**src/hw/rtl/led_ring_animation_engine_unit_macros.svh**
```systemverilog
// assertion macros shared by the led ring animation engine rtl
`ifndef LED_RING_ANIMATION_ENGINE_UNIT_MACROS_SVH
`define LED_RING_ANIMATION_ENGINE_UNIT_MACROS_SVH
`ifndef SYNTHESIS
// same-cycle implication, checked at every rising edge out of reset
`define LRAE_ASSERT_IMP(label, clk, rst_n, ante, cons) \
    label: assert property (@(posedge clk) disable iff (!rst_n) (ante) |-> (cons)) \
        else $error("lrae: same-cycle check failed");
// next-cycle implication
`define LRAE_ASSERT_NEXT(label, clk, rst_n, ante, cons) \
    label: assert property (@(posedge clk) disable iff (!rst_n) (ante) |=> (cons)) \
        else $error("lrae: next-cycle check failed");
`else
`define LRAE_ASSERT_IMP(label, clk, rst_n, ante, cons)
`define LRAE_ASSERT_NEXT(label, clk, rst_n, ante, cons)
`endif
`endif

```
**src/hw/rtl/lrae_pkg.sv**
```systemverilog
// shared types and constants of the led ring animation engine
package lrae_pkg;

    localparam int LRAE_NUM_LEDS = 16;
    localparam int PIXEL_W       = 24;
    localparam int FRAME_RATE    = 85;

    localparam logic [7:0] BLINK_STEP      = 8'(255 / FRAME_RATE);
    localparam logic [3:0] COLOR_LIMIT_RST = 4'd8;

    // command codes
    localparam logic [1:0] CMD_SOLID = 2'd0;
    localparam logic [1:0] CMD_BLINK = 2'd1;
    localparam logic [1:0] CMD_SPIN  = 2'd2;
    localparam logic [1:0] CMD_TICK  = 2'd3;

    // channel numbers, pixel byte lanes are g, r, b from the low end
    localparam logic [1:0] CH_G    = 2'd0;
    localparam logic [1:0] CH_R    = 2'd1;
    localparam logic [1:0] CH_B    = 2'd2;
    localparam logic [1:0] CH_NONE = 2'd3;

    // per-pixel operation applied during a frame walk
    typedef enum logic [2:0] {
        OP_PASS,
        OP_SOLID,
        OP_CLEAR,
        OP_BLINK_UP,
        OP_BLINK_DOWN,
        OP_RAMP,
        OP_ROTATE
    } t_op;

    typedef struct packed {
        t_op        op;
        logic [2:0] ref_mask;
        logic [1:0] prim;
        logic [1:0] sec;
        logic [7:0] grad;
        logic       rot_inc;
    } t_alu_ctrl;

    typedef struct packed {
        logic any_full;
        logic lit_zero;
        logic prim_full;
        logic sec_zero;
    } t_alu_flags;

endpackage

```
**src/hw/rtl/lrae_cmd_if.sv**
```systemverilog
// command channel: one command and color per transaction
interface lrae_cmd_if;
    logic       valid;
    logic       ready;
    logic [1:0] cmd;
    logic [2:0] color;

    modport source (output valid, output cmd, output color, input ready);
    modport sink (input valid, input cmd, input color, output ready);
endinterface

```
**src/hw/rtl/lrae_res_if.sv**
```systemverilog
// result channel: one pixel or one error per transaction
interface lrae_res_if;
    logic       valid;
    logic       ready;
    logic       status;
    logic [5:0] led_index;
    logic [7:0] red;
    logic [7:0] green;
    logic [7:0] blue;
    logic       last;

    modport source (output valid, output status, output led_index, output red,
                    output green, output blue, output last, input ready);
    modport sink (input valid, input status, input led_index, input red,
                  input green, input blue, input last, output ready);
endinterface

```
**src/hw/rtl/lrae_cfg_if.sv**
```systemverilog
// configuration write channel for the color limit register
interface lrae_cfg_if;
    logic       valid;
    logic       ready;
    logic [3:0] color_limit;

    modport source (output valid, output color_limit, input ready);
    modport sink (input valid, input color_limit, output ready);
endinterface

```
**src/hw/rtl/lrae_frame_store.sv**
```systemverilog
// frame memory: one pixel per led, registered read, valid bits give the zero reset
module lrae_frame_store import lrae_pkg::*; #(
    parameter int  DEPTH = LRAE_NUM_LEDS,
    localparam int AW    = $clog2(DEPTH)
) (
    input  logic               i_clk,
    input  logic               i_rst_n,
    input  logic               i_wr_en,
    input  logic [AW-1:0]      i_wr_addr,
    input  logic [PIXEL_W-1:0] i_wr_data,
    input  logic               i_rd_en,
    input  logic [AW-1:0]      i_rd_addr,
    output logic [PIXEL_W-1:0] o_rd_data
);

    logic [PIXEL_W-1:0] r_mem [DEPTH];
    logic [DEPTH-1:0]   r_valid;
    logic [PIXEL_W-1:0] r_rd_data;
    logic               r_rd_valid;

    always_ff @(posedge i_clk) begin
        if (i_wr_en) begin
            r_mem[i_wr_addr] <= i_wr_data;
        end
        if (i_rd_en) begin
            r_rd_data <= r_mem[i_rd_addr];
        end
    end

    // entries never written read as zero
    always_ff @(posedge i_clk) begin
        if (!i_rst_n) begin
            r_valid    <= '0;
            r_rd_valid <= 1'b0;
        end else begin
            if (i_wr_en) begin
                r_valid[i_wr_addr] <= 1'b1;
            end
            if (i_rd_en) begin
                r_rd_valid <= r_valid[i_rd_addr];
            end
        end
    end

    assign o_rd_data = r_rd_valid ? r_rd_data : '0;

endmodule

```
**src/hw/rtl/lrae_pixel_alu.sv**
```systemverilog
// pixel update: fill, clear, blink ramp, spin ramp and rotation of one pixel
module lrae_pixel_alu import lrae_pkg::*; (
    input  logic [PIXEL_W-1:0] i_px,
    input  t_alu_ctrl          i_ctrl,
    output logic [PIXEL_W-1:0] o_px,
    output t_alu_flags         o_flags
);

    logic [7:0] w_old [4];
    logic [7:0] w_new [4];
    logic [7:0] w_room;
    logic [7:0] w_np;

    assign w_old[0] = i_px[7:0];
    assign w_old[1] = i_px[15:8];
    assign w_old[2] = i_px[23:16];
    assign w_old[3] = 8'd0;

    assign w_room = 8'd255 - i_ctrl.grad;
    assign w_np   = w_old[i_ctrl.prim] + BLINK_STEP;

    always_comb begin
        w_new = w_old;
        case (i_ctrl.op)
            OP_PASS: begin
            end
            OP_SOLID: begin
                for (int c = 0; c < 3; c++) begin
                    w_new[c] = i_ctrl.ref_mask[c] ? 8'hFF : 8'h00;
                end
            end
            OP_CLEAR: begin
                for (int c = 0; c < 3; c++) begin
                    w_new[c] = 8'h00;
                end
            end
            OP_BLINK_UP: begin
                for (int c = 0; c < 3; c++) begin
                    if (i_ctrl.ref_mask[c]) begin
                        w_new[c] = w_old[c] + BLINK_STEP;
                    end
                end
            end
            OP_BLINK_DOWN: begin
                for (int c = 0; c < 3; c++) begin
                    if (i_ctrl.ref_mask[c]) begin
                        w_new[c] = w_old[c] - BLINK_STEP;
                    end
                end
            end
            OP_RAMP: begin
                w_new[i_ctrl.prim] = w_np;
                // overflow past the gradient headroom spills into the secondary
                if (w_np > w_room) begin
                    w_new[i_ctrl.sec] = w_np - w_room;
                end
            end
            OP_ROTATE: begin
                w_new[i_ctrl.sec] = i_ctrl.rot_inc ? w_old[i_ctrl.sec] + 8'd1
                                                   : w_old[i_ctrl.sec] - 8'd1;
            end
            default: begin
            end
        endcase
    end

    assign o_px = {w_new[2], w_new[1], w_new[0]};

    assign o_flags.any_full  = (w_new[0] == 8'hFF) || (w_new[1] == 8'hFF) ||
                               (w_new[2] == 8'hFF);
    assign o_flags.lit_zero  = (i_ctrl.ref_mask[0] && w_new[0] == 8'h00) ||
                               (i_ctrl.ref_mask[1] && w_new[1] == 8'h00) ||
                               (i_ctrl.ref_mask[2] && w_new[2] == 8'h00);
    assign o_flags.prim_full = (w_new[i_ctrl.prim] == 8'hFF);
    assign o_flags.sec_zero  = (w_new[i_ctrl.sec] == 8'h00);

endmodule

```
**src/hw/rtl/led_ring_animation_engine_unit.sv**
```systemverilog
// top level of the led ring animation engine: command decode and frame walk sequencer
//
// The engine keeps a frame of NUM_LEDS pixels in a small synchronous memory and
// handles four commands: solid fills the frame with the commanded color, blink and
// spin clear it and start an animation, and tick advances the running animation by
// one frame. Every frame command walks the whole frame in led order: each pixel is
// read, updated and written back, and sent out as one result transaction with its
// led index, last being set on the final led. When the result side never stalls,
// the command is decoded into registers, the frame memory read is registered, and
// the walk moves one pixel per cycle through the single read/write port. A color at
// or above the color limit register gives a single error transaction (status 1,
// last 1), and a spin of the color already spinning gives no result at all. The
// color limit register may be written only while the engine is idle, and takes
// effect on the next command. After reset the frame is dark, no animation runs
// and the color limit is 8, so every color is accepted.
`include "led_ring_animation_engine_unit_macros.svh"

module led_ring_animation_engine_unit import lrae_pkg::*; #(
    parameter int NUM_LEDS = LRAE_NUM_LEDS
) (
    input  logic       i_clk,
    input  logic       i_rst_n,
    lrae_cmd_if.sink   i_cmd,
    lrae_res_if.source o_res,
    lrae_cfg_if.sink   i_cfg
);

    localparam int IDX_W     = $clog2(NUM_LEDS);
    localparam int CNT_W     = $clog2(NUM_LEDS + 1);
    localparam int HALF      = NUM_LEDS / 2;
    localparam int SPIN_STEP = 255 / (NUM_LEDS / 2) + 1;

    typedef enum logic {
        S_IDLE,
        S_WALK
    } t_state;

    typedef enum logic [2:0] {
        MODE_SOLID,
        MODE_BLINK_UP,
        MODE_BLINK_DOWN,
        MODE_SPIN_UP,
        MODE_SPIN
    } t_mode;

    // control and animation state
    t_state             r_state, n_state;
    logic [3:0]         r_color_limit, n_color_limit;
    t_mode              r_mode, n_mode;
    logic [2:0]         r_ref, n_ref;
    logic [1:0]         r_prim, n_prim;
    logic [1:0]         r_sec, n_sec;
    logic [IDX_W-1:0]   r_rot_point, n_rot_point;
    logic               r_running, n_running;

    // frame walk
    t_op                r_op, n_op;
    logic [IDX_W-1:0]   r_rot_start, n_rot_start;
    logic [CNT_W-1:0]   r_rd_idx, n_rd_idx;
    logic [IDX_W-1:0]   r_mod_idx, n_mod_idx;
    logic               r_rd_pend, n_rd_pend;
    logic [7:0]         r_grad, n_grad;
    logic               r_rot_inc, n_rot_inc;
    logic               r_rot_last, n_rot_last;

    // output register
    logic               r_out_valid, n_out_valid;
    logic               r_out_status, n_out_status;
    logic [5:0]         r_out_idx, n_out_idx;
    logic [7:0]         r_out_red, n_out_red;
    logic [7:0]         r_out_green, n_out_green;
    logic [7:0]         r_out_blue, n_out_blue;
    logic               r_out_last, n_out_last;

    logic               w_out_free;
    logic               w_cmd_acc;
    logic               w_consume;
    logic               w_issue;
    logic [IDX_W-1:0]   w_rd_addr;
    logic               w_mod_last;
    logic [2:0]         w_px;
    logic               w_bad;
    logic [1:0]         w_pick_prim;
    logic [1:0]         w_pick_sec;
    t_op                w_tick_op;
    logic [IDX_W:0]     w_ofs;
    logic [IDX_W-1:0]   w_kk;
    logic [15:0]        w_prod;
    logic [7:0]         w_grad;
    logic [PIXEL_W-1:0] w_rd_px;
    logic [PIXEL_W-1:0] w_new_px;
    t_alu_ctrl          w_ctrl;
    t_alu_flags         w_flags;

    // terms watched by the checks at the end
    logic               w_tick_acc;
    logic               w_res_end;
    logic               w_res_top;
    logic               w_res_err;
    logic               w_res_dark;

    // handshakes
    assign w_out_free = !r_out_valid || o_res.ready;
    assign w_cmd_acc  = i_cmd.valid && (r_state == S_IDLE) && w_out_free;
    assign w_consume  = r_rd_pend && w_out_free;
    assign w_issue    = (r_state == S_WALK) && (r_rd_idx != CNT_W'(NUM_LEDS)) &&
                        (!r_rd_pend || w_consume);
    assign w_rd_addr  = r_rd_idx[IDX_W-1:0];
    assign w_mod_last = (r_mod_idx == IDX_W'(NUM_LEDS - 1));

    assign i_cmd.ready = (r_state == S_IDLE) && w_out_free;
    assign i_cfg.ready = 1'b1;

    // color mask in channel order: green, red, blue from bit 0
    assign w_px  = {i_cmd.color[2], i_cmd.color[0], i_cmd.color[1]};
    assign w_bad = ({1'b0, i_cmd.color} >= r_color_limit);

    // spin channels: a two-channel color ramps the later one of the pair,
    // a single channel gets its successor as gradient, black stays dark
    always_comb begin
        if (w_px[0] && w_px[1]) begin
            w_pick_prim = CH_R;
            w_pick_sec  = CH_G;
        end else if (w_px[1] && w_px[2]) begin
            w_pick_prim = CH_B;
            w_pick_sec  = CH_R;
        end else if (w_px[2] && w_px[0]) begin
            w_pick_prim = CH_G;
            w_pick_sec  = CH_B;
        end else if (w_px[0]) begin
            w_pick_prim = CH_G;
            w_pick_sec  = CH_R;
        end else if (w_px[1]) begin
            w_pick_prim = CH_R;
            w_pick_sec  = CH_B;
        end else if (w_px[2]) begin
            w_pick_prim = CH_B;
            w_pick_sec  = CH_G;
        end else begin
            w_pick_prim = CH_NONE;
            w_pick_sec  = CH_R;
        end
    end

    // what a tick does to each pixel
    always_comb begin
        w_tick_op = OP_PASS;
        if (r_running) begin
            case (r_mode)
                MODE_BLINK_UP:   w_tick_op = OP_BLINK_UP;
                MODE_BLINK_DOWN: w_tick_op = OP_BLINK_DOWN;
                MODE_SPIN_UP:    w_tick_op = (r_prim != CH_NONE) ? OP_RAMP : OP_PASS;
                MODE_SPIN:       w_tick_op = (r_prim != CH_NONE) ? OP_ROTATE : OP_PASS;
                default:         w_tick_op = OP_PASS;
            endcase
        end
    end

    // per-led terms, worked out at read issue and registered with the read
    always_comb begin
        if (w_rd_addr >= r_rot_start) begin
            w_ofs = {1'b0, w_rd_addr} - {1'b0, r_rot_start};
        end else begin
            w_ofs = {1'b0, w_rd_addr} + (IDX_W + 1)'(NUM_LEDS) - {1'b0, r_rot_start};
        end
    end

    assign w_kk   = (w_rd_addr < IDX_W'(HALF)) ? w_rd_addr : w_rd_addr - IDX_W'(HALF);
    assign w_prod = 16'(w_kk) * 16'(SPIN_STEP);
    // rising gradient over the first half, falling over the second, byte wrap
    assign w_grad = (w_rd_addr < IDX_W'(HALF)) ? w_prod[7:0] : 8'd255 - w_prod[7:0];

    // frame memory and pixel update
    lrae_frame_store #(
        .DEPTH (NUM_LEDS)
    ) u_frame_store (
        .i_clk     (i_clk),
        .i_rst_n   (i_rst_n),
        .i_wr_en   (w_consume),
        .i_wr_addr (r_mod_idx),
        .i_wr_data (w_new_px),
        .i_rd_en   (w_issue),
        .i_rd_addr (w_rd_addr),
        .o_rd_data (w_rd_px)
    );

    assign w_ctrl.op       = r_op;
    assign w_ctrl.ref_mask = r_ref;
    assign w_ctrl.prim     = r_prim;
    assign w_ctrl.sec      = r_sec;
    assign w_ctrl.grad     = r_grad;
    assign w_ctrl.rot_inc  = r_rot_inc;

    lrae_pixel_alu u_pixel_alu (
        .i_px    (w_rd_px),
        .i_ctrl  (w_ctrl),
        .o_px    (w_new_px),
        .o_flags (w_flags)
    );

    // next-state logic
    always_comb begin
        n_state       = r_state;
        n_color_limit = r_color_limit;
        n_mode        = r_mode;
        n_ref         = r_ref;
        n_prim        = r_prim;
        n_sec         = r_sec;
        n_rot_point   = r_rot_point;
        n_running     = r_running;
        n_op          = r_op;
        n_rot_start   = r_rot_start;
        n_rd_idx      = r_rd_idx;
        n_mod_idx     = r_mod_idx;
        n_rd_pend     = r_rd_pend;
        n_grad        = r_grad;
        n_rot_inc     = r_rot_inc;
        n_rot_last    = r_rot_last;
        n_out_valid   = r_out_valid;
        n_out_status  = r_out_status;
        n_out_idx     = r_out_idx;
        n_out_red     = r_out_red;
        n_out_green   = r_out_green;
        n_out_blue    = r_out_blue;
        n_out_last    = r_out_last;

        if (i_cfg.valid) begin
            n_color_limit = i_cfg.color_limit;
        end

        if (o_res.ready) begin
            n_out_valid = 1'b0;
        end

        // command decode, the state of solid, blink and spin changes here
        if (w_cmd_acc) begin
            n_rd_idx    = '0;
            n_rd_pend   = 1'b0;
            n_rot_start = r_rot_point;
            if (i_cmd.cmd == CMD_TICK) begin
                n_op    = w_tick_op;
                n_state = S_WALK;
            end else if (w_bad) begin
                // an invalid solid still stops the animation
                if (i_cmd.cmd == CMD_SOLID) begin
                    n_running = 1'b0;
                end
                n_out_valid  = 1'b1;
                n_out_status = 1'b1;
                n_out_idx    = '0;
                n_out_red    = '0;
                n_out_green  = '0;
                n_out_blue   = '0;
                n_out_last   = 1'b1;
            end else begin
                case (i_cmd.cmd)
                    CMD_SOLID: begin
                        n_running = 1'b0;
                        n_op      = OP_SOLID;
                        n_mode    = MODE_SOLID;
                        n_ref     = w_px;
                        n_state   = S_WALK;
                    end
                    CMD_BLINK: begin
                        n_op      = OP_CLEAR;
                        n_mode    = MODE_BLINK_UP;
                        n_running = 1'b1;
                        n_ref     = w_px;
                        n_state   = S_WALK;
                    end
                    CMD_SPIN: begin
                        // spinning the current color again is a no-op
                        if (!(w_px == r_ref &&
                              (r_mode == MODE_SPIN_UP || r_mode == MODE_SPIN))) begin
                            n_prim      = w_pick_prim;
                            n_sec       = w_pick_sec;
                            n_op        = OP_CLEAR;
                            n_mode      = MODE_SPIN_UP;
                            n_rot_point = '0;
                            n_running   = 1'b1;
                            n_ref       = w_px;
                            n_state     = S_WALK;
                        end
                    end
                    default: begin
                    end
                endcase
            end
        end

        // read side of the walk
        if (w_issue) begin
            n_rd_idx   = r_rd_idx + CNT_W'(1);
            n_mod_idx  = w_rd_addr;
            n_rd_pend  = 1'b1;
            n_grad     = w_grad;
            n_rot_inc  = (w_ofs < (IDX_W + 1)'(HALF));
            n_rot_last = (w_ofs == (IDX_W + 1)'(NUM_LEDS - 1));
        end else if (w_consume) begin
            n_rd_pend = 1'b0;
        end

        // write-back side: pixel goes out, animation state follows it
        if (w_consume) begin
            n_out_valid  = 1'b1;
            n_out_status = 1'b0;
            n_out_idx    = 6'(r_mod_idx);
            n_out_green  = w_new_px[7:0];
            n_out_red    = w_new_px[15:8];
            n_out_blue   = w_new_px[23:16];
            n_out_last   = w_mod_last;
            case (r_op)
                OP_BLINK_UP, OP_BLINK_DOWN: begin
                    // the blink direction follows led 0
                    if (r_mod_idx == '0) begin
                        if (r_op == OP_BLINK_UP && w_flags.any_full) begin
                            n_mode = MODE_BLINK_DOWN;
                        end else if (w_flags.lit_zero) begin
                            n_mode = MODE_BLINK_UP;
                        end
                    end
                end
                OP_RAMP: begin
                    if (w_flags.prim_full) begin
                        n_mode = MODE_SPIN;
                    end
                end
                OP_ROTATE: begin
                    // the led just behind the start moves the start when it goes dark
                    if (r_rot_last && w_flags.sec_zero) begin
                        n_rot_point = r_mod_idx;
                    end
                end
                default: begin
                end
            endcase
            if (w_mod_last) begin
                n_state = S_IDLE;
            end
        end
    end

    always_ff @(posedge i_clk) begin
        if (!i_rst_n) begin
            r_state       <= S_IDLE;
            r_color_limit <= COLOR_LIMIT_RST;
            r_mode        <= MODE_SOLID;
            r_ref         <= '0;
            r_prim        <= '0;
            r_sec         <= '0;
            r_rot_point   <= '0;
            r_running     <= 1'b0;
            r_op          <= OP_PASS;
            r_rot_start   <= '0;
            r_rd_idx      <= '0;
            r_mod_idx     <= '0;
            r_rd_pend     <= 1'b0;
            r_grad        <= '0;
            r_rot_inc     <= 1'b0;
            r_rot_last    <= 1'b0;
            r_out_valid   <= 1'b0;
            r_out_status  <= 1'b0;
            r_out_idx     <= '0;
            r_out_red     <= '0;
            r_out_green   <= '0;
            r_out_blue    <= '0;
            r_out_last    <= 1'b0;
        end else begin
            r_state       <= n_state;
            r_color_limit <= n_color_limit;
            r_mode        <= n_mode;
            r_ref         <= n_ref;
            r_prim        <= n_prim;
            r_sec         <= n_sec;
            r_rot_point   <= n_rot_point;
            r_running     <= n_running;
            r_op          <= n_op;
            r_rot_start   <= n_rot_start;
            r_rd_idx      <= n_rd_idx;
            r_mod_idx     <= n_mod_idx;
            r_rd_pend     <= n_rd_pend;
            r_grad        <= n_grad;
            r_rot_inc     <= n_rot_inc;
            r_rot_last    <= n_rot_last;
            r_out_valid   <= n_out_valid;
            r_out_status  <= n_out_status;
            r_out_idx     <= n_out_idx;
            r_out_red     <= n_out_red;
            r_out_green   <= n_out_green;
            r_out_blue    <= n_out_blue;
            r_out_last    <= n_out_last;
        end
    end

    assign o_res.valid     = r_out_valid;
    assign o_res.status    = r_out_status;
    assign o_res.led_index = r_out_idx;
    assign o_res.red       = r_out_red;
    assign o_res.green     = r_out_green;
    assign o_res.blue      = r_out_blue;
    assign o_res.last      = r_out_last;

    assign w_tick_acc = w_cmd_acc && (i_cmd.cmd == CMD_TICK);
    assign w_res_end  = o_res.valid && o_res.last && !o_res.status;
    assign w_res_top  = (o_res.led_index == 6'(NUM_LEDS - 1));
    assign w_res_err  = o_res.valid && o_res.status;
    assign w_res_dark = o_res.last && (o_res.led_index == '0) &&
                        ({o_res.red, o_res.green, o_res.blue} == '0);

    // a pending memory read only exists inside a frame walk
    `LRAE_ASSERT_IMP(a_pend_in_walk, i_clk, i_rst_n, r_rd_pend, r_state == S_WALK)
    // the closing pixel of a frame is the highest led
    `LRAE_ASSERT_IMP(a_last_pixel_idx, i_clk, i_rst_n, w_res_end, w_res_top)
    // an error transaction is a lone dark result
    `LRAE_ASSERT_IMP(a_error_shape, i_clk, i_rst_n, w_res_err, w_res_dark)
    // every tick walks the frame
    `LRAE_ASSERT_NEXT(a_tick_walks, i_clk, i_rst_n, w_tick_acc, r_state == S_WALK)

endmodule
```
**src/flat_wrapper.sv**
```systemverilog
// flat-port wrapper written by rule: the top's interface ports become plain ports
module led_ring_animation_engine_unit_flat import lrae_pkg::*;
#(
    parameter int NUM_LEDS = LRAE_NUM_LEDS
)
  (i_clk, i_rst_n, i_cmd_valid, i_cmd_cmd, i_cmd_color, i_cmd_ready, o_res_valid, o_res_status, o_res_led_index, o_res_red, o_res_green, o_res_blue, o_res_last, o_res_ready, i_cfg_valid, i_cfg_color_limit, i_cfg_ready);
  lrae_cmd_if i_cmd_i ();
  lrae_res_if o_res_i ();
  lrae_cfg_if i_cfg_i ();
  input  logic i_clk;
  input  logic i_rst_n;
  input wire logic [$bits(i_cmd_i.valid)-1:0] i_cmd_valid;
  input wire logic [$bits(i_cmd_i.cmd)-1:0] i_cmd_cmd;
  input wire logic [$bits(i_cmd_i.color)-1:0] i_cmd_color;
  output wire logic [$bits(i_cmd_i.ready)-1:0] i_cmd_ready;
  output wire logic [$bits(o_res_i.valid)-1:0] o_res_valid;
  output wire logic [$bits(o_res_i.status)-1:0] o_res_status;
  output wire logic [$bits(o_res_i.led_index)-1:0] o_res_led_index;
  output wire logic [$bits(o_res_i.red)-1:0] o_res_red;
  output wire logic [$bits(o_res_i.green)-1:0] o_res_green;
  output wire logic [$bits(o_res_i.blue)-1:0] o_res_blue;
  output wire logic [$bits(o_res_i.last)-1:0] o_res_last;
  input wire logic [$bits(o_res_i.ready)-1:0] o_res_ready;
  input wire logic [$bits(i_cfg_i.valid)-1:0] i_cfg_valid;
  input wire logic [$bits(i_cfg_i.color_limit)-1:0] i_cfg_color_limit;
  output wire logic [$bits(i_cfg_i.ready)-1:0] i_cfg_ready;
  assign i_cmd_i.valid = i_cmd_valid;
  assign i_cmd_i.cmd = i_cmd_cmd;
  assign i_cmd_i.color = i_cmd_color;
  assign i_cmd_ready = i_cmd_i.ready;
  assign o_res_valid = o_res_i.valid;
  assign o_res_status = o_res_i.status;
  assign o_res_led_index = o_res_i.led_index;
  assign o_res_red = o_res_i.red;
  assign o_res_green = o_res_i.green;
  assign o_res_blue = o_res_i.blue;
  assign o_res_last = o_res_i.last;
  assign o_res_i.ready = o_res_ready;
  assign i_cfg_i.valid = i_cfg_valid;
  assign i_cfg_i.color_limit = i_cfg_color_limit;
  assign i_cfg_ready = i_cfg_i.ready;
  led_ring_animation_engine_unit #(.NUM_LEDS(NUM_LEDS)) u_core (.i_clk(i_clk), .i_rst_n(i_rst_n), .i_cmd(i_cmd_i), .o_res(o_res_i), .i_cfg(i_cfg_i));
endmodule
```
**config.mk**
```make
export PLATFORM = sky130hd
export DESIGN_NAME = led_ring_animation_engine_unit_flat
export DESIGN_NICKNAME = d
export VERILOG_FILES = /design/src/hw/rtl/lrae_pkg.sv /design/src/hw/rtl/lrae_cmd_if.sv /design/src/hw/rtl/lrae_res_if.sv /design/src/hw/rtl/lrae_cfg_if.sv /design/src/hw/rtl/lrae_frame_store.sv /design/src/hw/rtl/lrae_pixel_alu.sv /design/src/hw/rtl/led_ring_animation_engine_unit.sv /design/src/flat_wrapper.sv
export VERILOG_INCLUDE_DIRS = /design/src /design/src/hw/rtl
export SDC_FILE = /design/constraint.sdc
export NUM_CORES = 1
export LEC_CHECK = 0
export BUFFER_PORTS_ARGS = -buffer_cell sky130_fd_sc_hd__buf_4
export CELL_PAD_IN_SITES_DETAIL_PLACEMENT = 0
export CELL_PAD_IN_SITES_GLOBAL_PLACEMENT = 2
export CORE_MARGIN = 5
export CORE_UTILIZATION = 51
export CTS_BUF_LIST = sky130_fd_sc_hd__clkbuf_8
export DETAILED_ROUTE_END_ITERATION = 6
export MAX_ROUTING_LAYER = met4
export PLACE_DENSITY = 0.87
export SETUP_SLACK_MARGIN = 0.5
export SYNTH_ARGS = -nofsm -noshare
export SYNTH_HDL_FRONTEND = slang
export SYNTH_HIERARCHICAL = 1
export SYNTH_SLANG_ARGS = --single-unit
```
**constraint.sdc**
```tcl
create_clock -name i_clk -period 9.4 [get_ports i_clk]
set_input_delay 0.47 -clock i_clk [delete_from_list [all_inputs] [get_ports i_clk]]
set_output_delay 0.47 -clock i_clk [all_outputs]
set_load 0.02 [all_outputs]
```
# Yosys cells after proc, flatten, opt, wreduce, memory -nomap -nowiden
# Memories as Yosys holds them, arrays and structs flattened. A register that Yosys moved wholly into a read port is not among the register bits.
# Cells that the tools add are included.
dict set report word_totals {
  register_bits 95
  ramBits 384
  memories 1
}
dict set report classes {
  n_addsub 17
  order_cmp 12
  n_eq_ne 28
  n_mux 118
  n_bitwise 8
  reduce_logical 49
}
# name words width read_ports rd_clocked_by_memory_dff write_ports line_no
set memory_table {}
lappend memory_table {u_core.u_frame_store.r_mem 16 24 1 1 1 lrae_frame_store.sv:16} ;# logic [PIXEL_W-1:0] r_mem [DEPTH];
# cell n
set ops {}
lappend ops {{$mux W8} 27}
lappend ops {{$pmux W24 S6} 1}
lappend ops {{$bwmux W32} 3}
lappend ops {{$bmux W8 S2} 4}
lappend ops {{$mux W3} 17}
lappend ops {{$mux W4} 12}
lappend ops {{$add A8 B2 Y8 const B} 4}
lappend ops {{$demux W8 S2} 2}
lappend ops {{$eq A8 B8 Y1 const B} 4}
lappend ops {{$logic_not A8 Y1} 4}
lappend ops {{$mux W32} 1}
lappend ops {{$mux W1} 27}
lappend ops {{$mux W24} 1}
lappend ops {{$sub A8 B2 Y8 const B} 3}
lappend ops {{$mux W2} 10}
lappend ops {{$logic_and A1 B1 Y1} 18}
lappend ops {{$pmux W3 S3} 2}
lappend ops {{$or A16 B16 Y16} 1}
lappend ops {{$pmux W8 S2} 1}
lappend ops {{$sub A8 B8 Y8 const A} 2}
lappend ops {{$mux W5} 3}
lappend ops {{$reduce_and A5 Y1} 3}
lappend ops {{$eq A3 B2 Y1 const B} 4}
lappend ops {{$eq A3 B3 Y1 const B} 4}
lappend ops {{46 further kinds} 74}

# Logic depth before layout (Yosys ltp)
# Gate-level depths: netlist of the first run.
dict set report depth {
  ltp_word 18
  depth_mapped 27
  depth_no_buf 24
}

# By module
# The synthesis of the first run kept the hierarchy.
# module instances cells_each area_each_um2 seq_area_each_um2
set by_module_without_submodules {}
lappend by_module_without_submodules {lrae_frame_store 1 657 16000.3 12592.1}
lappend by_module_without_submodules {lrae_pixel_alu 1 754 4914.7 0.0}
lappend by_module_without_submodules {led_ring_animation_engine_unit 1 405 3631.0 1461.4}

# Worst setup path before layout of the first run
# Ideal clock, no wire load.
dict set report synth_timing {
  kind {register to register}
  startpoint {register u_core.u_frame_store.r_rd_valid}
  endpoint {register u_core.r_mode[1]}
  arrival_time_ps 5955
  t_required_ps 9276
  slack_ps 3322
  stages_incl_launch_ff 27
  n_path_buf 3
  period_less_slack_ps 6078
  path_cell_list {dfxtp_1 > clkbuf_1 > and2_1 > clkbuf_1 > mux2i_1 > o22ai_1 > inv_1 > ha_1 > nand4bb_1 > o31ai_4 > nand4_2 > xnor2_1 > ha_1 > clkbuf_1 > o211a_1 > o21ai_1 > nand3_1 > a211oi_1 > a211oi_1 > nor2_1 > or4b_1 > a31oi_1 > nand2_1 > nor2_1 > o21ai_0 > a21oi_1 > o31ai_2}
}
# element line_no
set synth_lines {}
lappend synth_lines {{from (decl)} lrae_frame_store.sv:19} ;# logic r_rd_valid;
lappend synth_lines {{from (signal assigned)} lrae_frame_store.sv:40} ;# r_rd_valid <= r_valid[i_rd_addr];
lappend synth_lines {{to (signal assigned)} led_ring_animation_engine_unit.sv:371} ;# r_mode <= n_mode;
lappend synth_lines {{to (decl)} led_ring_animation_engine_unit.sv:49} ;# t_mode r_mode, n_mode;

==> metrics, run 1 <==
post-synthesis mux area share 12.8%; die width 229 um; Non-Filler Instances 2548; final worst slack 1.75 ns; area delta synth->final 10.2%; # setup viols final 0; utilization after layout 56.8%; Post-synth EDFFs 408; CTS Buf Count 77; Worst IR Drop VDD 0.164 mV; Peak Freq 0.131 GHz; initial antenna violation count 3; area of the multi-input gates 0.00985 mm^2; first-pass GRT wire length 108000 um; hold path cells 3; largest family of logic cells by synthesized area multiplexers; Final Hold Fails 0; Final ANT Viol Nets 0; vias in the first global route 16300; Root Buffer clkbuf_8; Levels on crit path 23; sequential area share after synthesis 57.3%; Hold-fix buffers, CTS 1; M1 WL 31800 um; Reg clk slew, reported paths 0.07 ns; Hold Crit Class input port to flop; CTS sink cnt 498; Final Critical Period 7.65 ns; crit path max fanout 25; Startpoint Class flop; Pre-antenna DRT Iters 7; DRC Markers 1; status finished, violations left; P per Cell Area 175 mW/mm^2; Sequential cell area 0.0141 mm^2; wire length per cell 29.0 um; chip height 229 um; max-slew violations 0; delay-heaviest family, CP compound AO/OA/AOI/OAI gates; Placer Congestion 0.970; Placed Cells 2404; post-synthesis adder-cell area fraction 2.18%; # resized after CTS 0; CP endpoint kind flop; worst reg2reg path depth 23; share of synthesized registers carrying an async set or reset 0%; Tcrit/Tclk final 81.3%; Initial Utilization 51.5%; synth unique cells 111; area fraction in compound gates after synthesis 12.2%; Simple-Gate Fraction of Synth Area 11.2%; drt via density 6.60; WL met2 33700 um; Final #Nets 1924; row count 80; Core Box Area 0.0476 mm^2; unrepaired setup endpoints after global routing no; initial DRC count 1944; GR Overflow Total 0; I/O Pins 49; Syn Inst Count 1816; setup slack at placement 1.86 ns; HPWL Detailed 47400 um; die area 0.0526 mm^2; mean post-synth cell area 13.5 um^2; via count 16800; final clock skew 0.0615 ns; violated checks design-rule violations; Synth Warn # 6; CTS tree done; CTS Buffer Depth 3; worst slew pin tran 1.38 ns; Overall Global Routing Usage 28.4%; P_leak 8.83 nW; class of the most critical setup path flop to flop; pin count of the biggest net entering global routing 57; xor and xnor fraction of the mapped netlist area 1.11%; routed wire length 73800 um; worst-skew pair later-pin latency 0.68 ns; highest routed metal layer met4; Slew HR 7.44%; routed wl met3 6670 um; CP Data Required Time 9.96 ns; most frequently used flop master after synthesis edfxtp_1; htree depth 3; Slowest-stage cell, CP dfxtp_1; CP peak stage delay 0.84 ns; Port Buf Inserts 45; share of layout cells above drive strength 1 19.4%; fillers 3858; critical-path cell list and2_1, inv_1, o22ai_1, inv_1, ha_1, nand4bb_1, o31ai_4, nand4_2, xnor2_1, ha_1, and4_1, o2bb2ai_2, a21boi_1, o311ai_0, a22oi_1, o21ai_1, or3_1, o41ai_1, o311a_1, nand3_1, or3_1, nand3_1, a21boi_1; WP buf/inv 2; Post-CTS Setup Inserts 0; flop and latch count out of synthesis 498; Setup TNS Final 0 ns; CP arrival 8.20 ns; Mapped Area 0.0245 mm^2; max_cap viols 0
[final timing paths]
kind / slack [ns] / from / endpoint
worst max-delay path: 1.75 / u_core/u_frame_store/r_rd_valid$_SDFFE_PN0P_ / u_core/r_rot_point[2]$_SDFF_PN0_
worst min-delay path: 0.05 / i_cfg_color_limit[0] / u_core/r_color_limit[0]$_SDFFE_PN0P_
worst max register to register: 1.75 / u_core/u_frame_store/r_rd_valid$_SDFFE_PN0P_ / u_core/r_rot_point[2]$_SDFF_PN0_
worst min register to register: 0.46 / u_core/u_frame_store/r_valid[15]$_SDFFE_PN0P_ / u_core/u_frame_store/r_valid[15]$_SDFFE_PN0P_
[cell usage after synthesis (23+ instances only)]
cell type / instances / area (um^2)
a21oi_1: 53 / 265
inv_1: 55 / 206
nand2b_1: 25 / 156
a22oi_1: 33 / 248
nand3_1: 37 / 185
o211ai_1: 26 / 195
nand2_1: 103 / 387
dfxtp_1: 90 / 1800
nor2b_1: 60 / 375
buf_2: 35 / 175
and2_1: 30 / 188
xnor2_1: 23 / 201
edfxtp_1: 408 / 12300
mux2i_1: 38 / 380
nor2_1: 82 / 308
o21a_1: 27 / 203
nor3_1: 35 / 175
clkbuf_1: 66 / 248
mux4_2: 122 / 2750
o21ai_0: 61 / 305
ha_1: 38 / 475
[per-stage QoR]
stage | hold slack (ns) | instance area (um^2) | power, mW
after global routing | 0.0281 | 27000 | 4.93
after CTS | 0.00465 | 27000 | 4.77
after global placement | 0.441 | 25600 | 3.09
after detailed placement | 0.451 | 25600 | 3.09
after floorplan | 0.435 | 24500 | 2.89
final | 0.0531 | 27000 | 4.75
[sequential cells by signal, summed over array words and instances, names as in the netlist, 2 cells and up]
signal	count
u_core/o_res.blue	8
u_core/o_res.green	8
u_core/o_res.led_index	4
u_core/o_res.red	8
u_core/r_color_limit	4
u_core/r_grad	4
u_core/r_mod_idx	3
u_core/r_mode	3
u_core/r_op	3
u_core/r_prim	2
u_core/r_rd_idx	5
u_core/r_ref	3
u_core/r_rot_point	4
u_core/r_rot_start	4
u_core/r_sec	2
u_core/u_frame_store/r_mem	384
u_core/u_frame_store/r_rd_data	24
u_core/u_frame_store/r_valid	16
[worst register-to-register path: stages, from the launching register on]
cell and delay [ns]:
dfxtp_1 0.84, and2_1 0.47, inv_1 0.15, o22ai_1 0.35, inv_1 0.11, ha_1 0.33, nand4bb_1 0.33, o31ai_4 0.16
nand4_2 0.24, xnor2_1 0.24, ha_1 0.51, and4_1 0.36, o2bb2ai_2 0.16, a21boi_1 0.56, o311ai_0 0.23, a22oi_1 0.17
o21ai_1 0.49, or3_1 0.52, o41ai_1 0.38, o311a_1 0.26, nand3_1 0.09, or3_1 0.39, nand3_1 0.11, a21boi_1 0.08
[kinds of logic after synthesis]
group | after synthesis
compound gates | 405
xor+xnor | 31
fa+ha+maj | 41
buf+inv | 176
flops | 498
mux | 162
other cells | 2
simple gates | 501
[per-layer routing]
metal | vias up | GRT usage, %
met1 | 8540 | 40.6
met5 | - | -
met2 | 866 | 41.8
met4 | 0 | 8.34
li1 | 7289 | -
met3 | 110 | 5.59
[layout by cell type (no fill, tap or decap), types with 13 or more instances in the layout]
| cell type | n |
|---|---|
| o21ai_0 | 60 |
| inv_1 | 83 |
| buf_4 | 91 |
| mux2i_1 | 38 |
| and2_1 | 30 |
| nand4_1 | 22 |
| a31oi_1 | 16 |
| nor3_1 | 31 |
| a21boi_0 | 14 |
| nor2b_1 | 60 |
| nand2_1 | 103 |
| o22ai_1 | 17 |
| nand3_1 | 37 |
| o211ai_1 | 26 |
| clkbuf_8 | 85 |
| a211oi_1 | 13 |
| o21a_1 | 27 |
| edfxtp_1 | 408 |
| ha_1 | 38 |
| mux4_2 | 122 |
| and3_1 | 15 |
| a22oi_1 | 33 |
| nor2_1 | 70 |
| xnor2_1 | 23 |
| or3_1 | 13 |
| dfxtp_1 | 86 |
| nand2b_1 | 25 |
| a21oi_1 | 53 |
| nor3b_1 | 13 |
[layout make-up]
cell class	count	area share [%]
antenna	4	0.0370
clock buffer	85	4.33
clock inverter	54	1.01
inverter	57	0.791
multi-input combinational	1143	36.4
sequential	498	52.0
tap	615	2.85
timing repair buffer	92	2.56
[power breakdown]
group          internal (mW)  switching, mW  leakage (nW)
clock                  0.844          0.844         0.844
combinational          0.193          0.356          3.48
sequential              2.47         0.0417          4.51
total                   3.50           1.24          8.83
Power figures use the tool's default switching activity.
==> run 2: changes to the inputs <==
Settings changed: CORE_UTILIZATION 51 to 43, PLACE_DENSITY 0.87 to 0.78.
Clock period 9.4 ns to 6.7 ns, I/O delays scaled along.
==> metrics, run 2 (synthesized netlist as in run 1, its figures left out) <==
P_leak 9.34 nW (+5.8%); Top reg by flops u_core/u_frame_store/r_mem; Final ANT Viol Nets 0 (unchanged); status finished clean; Root Buffer clkbuf_8; CP Data Required Time 7.27 ns (-2.69 ns); CTS Buffer Depth 3 (unchanged); Port Buf Inserts 45 (unchanged); Worst IR Drop VDD 0.165 mV (+0.72%); Initial Utilization 43.4% (-8.1 points); commonest non-fill, non-tap cell in the layout edfxtp_1; crit path max fanout 18 (-28%); Setup TNS Final 0 ns (unchanged); drt via density 6.12 (-7.2%); CTS tree done; Final Hold Fails 0 (unchanged); r2r startpoint u_core/u_frame_store/r_rd_valid$_SDFFE_PN0P_; via count 17000 (+1.0%); setup slack at placement 0.398 ns (-1.46 ns); max-slew violations 0 (unchanged); worst slew pin tran 1.24 ns (-0.136 ns); die area 0.0620 mm^2 (+18%); initial DRC count 1675 (-14%); initial antenna violation count 4 (+1); Hold Crit Class input port to flop; vias in the first global route 16600 (+2.3%); pin count of the biggest net entering global routing 60 (+5.3%); worst reg2reg path depth 22 (-4.3%); Sequential cell area 0.0141 mm^2 (about the same); htree depth 3 (unchanged); share of layout cells above drive strength 1 22.7% (+3.3 points); I/O Pins 49 (unchanged); met3 usage 4.35% (-1.2 points); final clock skew 0.0707 ns (+0.00928 ns); Reg clk slew, reported paths 0.06 ns (about the same); P per Cell Area 249 mW/mm^2 (+42%); Peak Freq 0.167 GHz (+28%); CTS sink cnt 498 (unchanged); # setup viols final 0 (unchanged); Placed Cells 2606 (+8.4%); HPWL Detailed 50500 um (+6.6%); unrepaired setup endpoints after global routing yes; DRC Markers 0 (-1); worst setup path endpoint u_core/r_mode[1]$_SDFF_PN0_; Final Critical Period 5.97 ns (-1.68 ns); Pre-antenna DRT Iters 5 (-2); Placed Instance Area 0.0262 mm^2 (+2.5%); Critical R2R Capture u_core/r_mode[1]$_SDFF_PN0_; final worst slack 0.729 ns (-1.02 ns); fillers 4810 (+25%); GR peak layer met2; Min Hold Slack 0.173 ns (+0.120 ns); met1 Usage GRT 33.7% (-6.9 points); Final #Nets 2005 (+4.2%); CP arrival 6.54 ns (-1.66 ns); die width 249 um (+8.5%); max_cap viols 0 (unchanged); class of the most critical setup path flop to flop; area delta synth->final 14.5%; post-route cell area 0.0281 mm^2 (+3.9%); Tcrit/Tclk final 89.1% (+7.8 points); row count 87 (+8.8%); chip height 249 um (+8.5%); GR Overflow Total 0 (unchanged); wire length per cell 27.9 um (-3.7%); Core Box Area 0.0565 mm^2 (+19%); CTS Buf Count 82 (+6.5%); Crit. Startpoint u_core/u_frame_store/r_rd_valid$_SDFFE_PN0P_; area of the multi-input gates 0.00993 mm^2 (+0.83%); largest registers u_core/u_frame_store/r_mem (384), u_core/u_frame_store/r_rd_data (24), u_core/u_frame_store/r_valid (16); Startpoint Class flop; CP endpoint kind flop; R2R Setup Slk 0.73 ns (-1.02 ns); first-pass GRT wire length 113000 um (+4.2%); commonest cells after routing, fill and taps aside 408 x edfxtp_1, 155 x buf_4, 122 x mux4_2, 103 x nand2_1; routed wire length 77300 um (+4.8%); Overall Global Routing Usage 25.0% (-3.4 points); Largest register FFs 384 (unchanged); worst-skew pair later-pin latency 0.70 ns (+0.02 ns); Placer Congestion 0.948 (-2.3%); Non-Filler Instances 2773 (+8.8%); grt met2 use 38.3% (-3.5 points); Slew HR 16.9% (+9.5 points)
run 2: power by group:
| group | switching [mW] | internal [mW] | leakage [nW] |
|---|---|---|---|
| Sequential | 0.0493 | 3.46 | 4.51 |
| Clock | 1.21 | 1.44 | 0.972 |
| Combinational | 0.529 | 0.303 | 3.86 |
run 2: cell type report:
type,count,area share [%]
sequential,498,50.1
multi-input combinational,1143,35.3
timing repair buffer,168,4.60
clock buffer,90,4.41
tap,756,3.37
clock inverter,59,1.45
inverter,57,0.761
antenna,2,0.0178
run 2: through the flow:
stage	power, mW	util (%)
6_report	6.99	49.7
5_1_grt	7.25	49.7
4_1_cts	7.04	49.6
3_5_place_dp	4.39	46.4
3_3_place_gp	4.38	46.4
2_1_floorplan	4.06	-
run 2: per-layer routing:
layer | up-vias | part of all wire [%]
li1 | 7458 | -
met1 | 8702 | 43
met2 | 677 | 47
met3 | 142 | 6.5
met4 | 0 | 3.9
met5 | - | 0
run 2: worst max-delay path, cell delays in order, from the launching register on:
cell       delay, ns
dfxtp_2         0.42
buf_4           0.20
and2_1          0.19
mux2i_1         0.08
o2bb2ai_1       0.51
o2111ai_2       0.38
xnor2_1         0.23
ha_1            0.49
and4_1          0.39
o2bb2ai_4       0.16
a211oi_1        0.38
buf_4           0.24
a211oi_1        0.06
o21ai_1         0.47
buf_4           0.33
and3_1          0.21
nand4_1         0.15
a31oi_2         0.29
nand2_1         0.09
nor2_1          0.19
o21ai_0         0.12
a21oi_1         0.23
o31ai_2         0.07
run 2: how the worst min path moves through the flow:
stage	startpoint	end	slack (ns)	depth (start not counted)
5_1_grt	i_rst_n	u_core/u_frame_store/r_valid[8]$_SDFFE_PN0P_	0.16	2
3_3_place_gp	u_core/u_frame_store/r_valid[6]$_SDFFE_PN0P_	u_core/u_frame_store/r_valid[6]$_SDFFE_PN0P_	0.44	1
3_5_place_dp	u_core/u_frame_store/r_valid[15]$_SDFFE_PN0P_	u_core/u_frame_store/r_valid[15]$_SDFFE_PN0P_	0.45	1
2_1_floorplan	u_core/u_frame_store/r_valid[10]$_SDFFE_PN0P_	u_core/u_frame_store/r_valid[10]$_SDFFE_PN0P_	0.44	1
6_report	i_rst_n	u_core/u_frame_store/r_valid[11]$_SDFFE_PN0P_	0.17	2
4_1_cts	i_rst_n	u_core/u_frame_store/r_valid[11]$_SDFFE_PN0P_	0.13	2
run 2: what timing repair did:
item	4_1_cts	5_1_grt
gates resized for setup	5	11
gates cloned	0	0
endpoints found under the hold margin	8	0
setup buffers	0	3
setup endpoints to repair	1	7
hold buffers	13	0
pin swaps	0	2
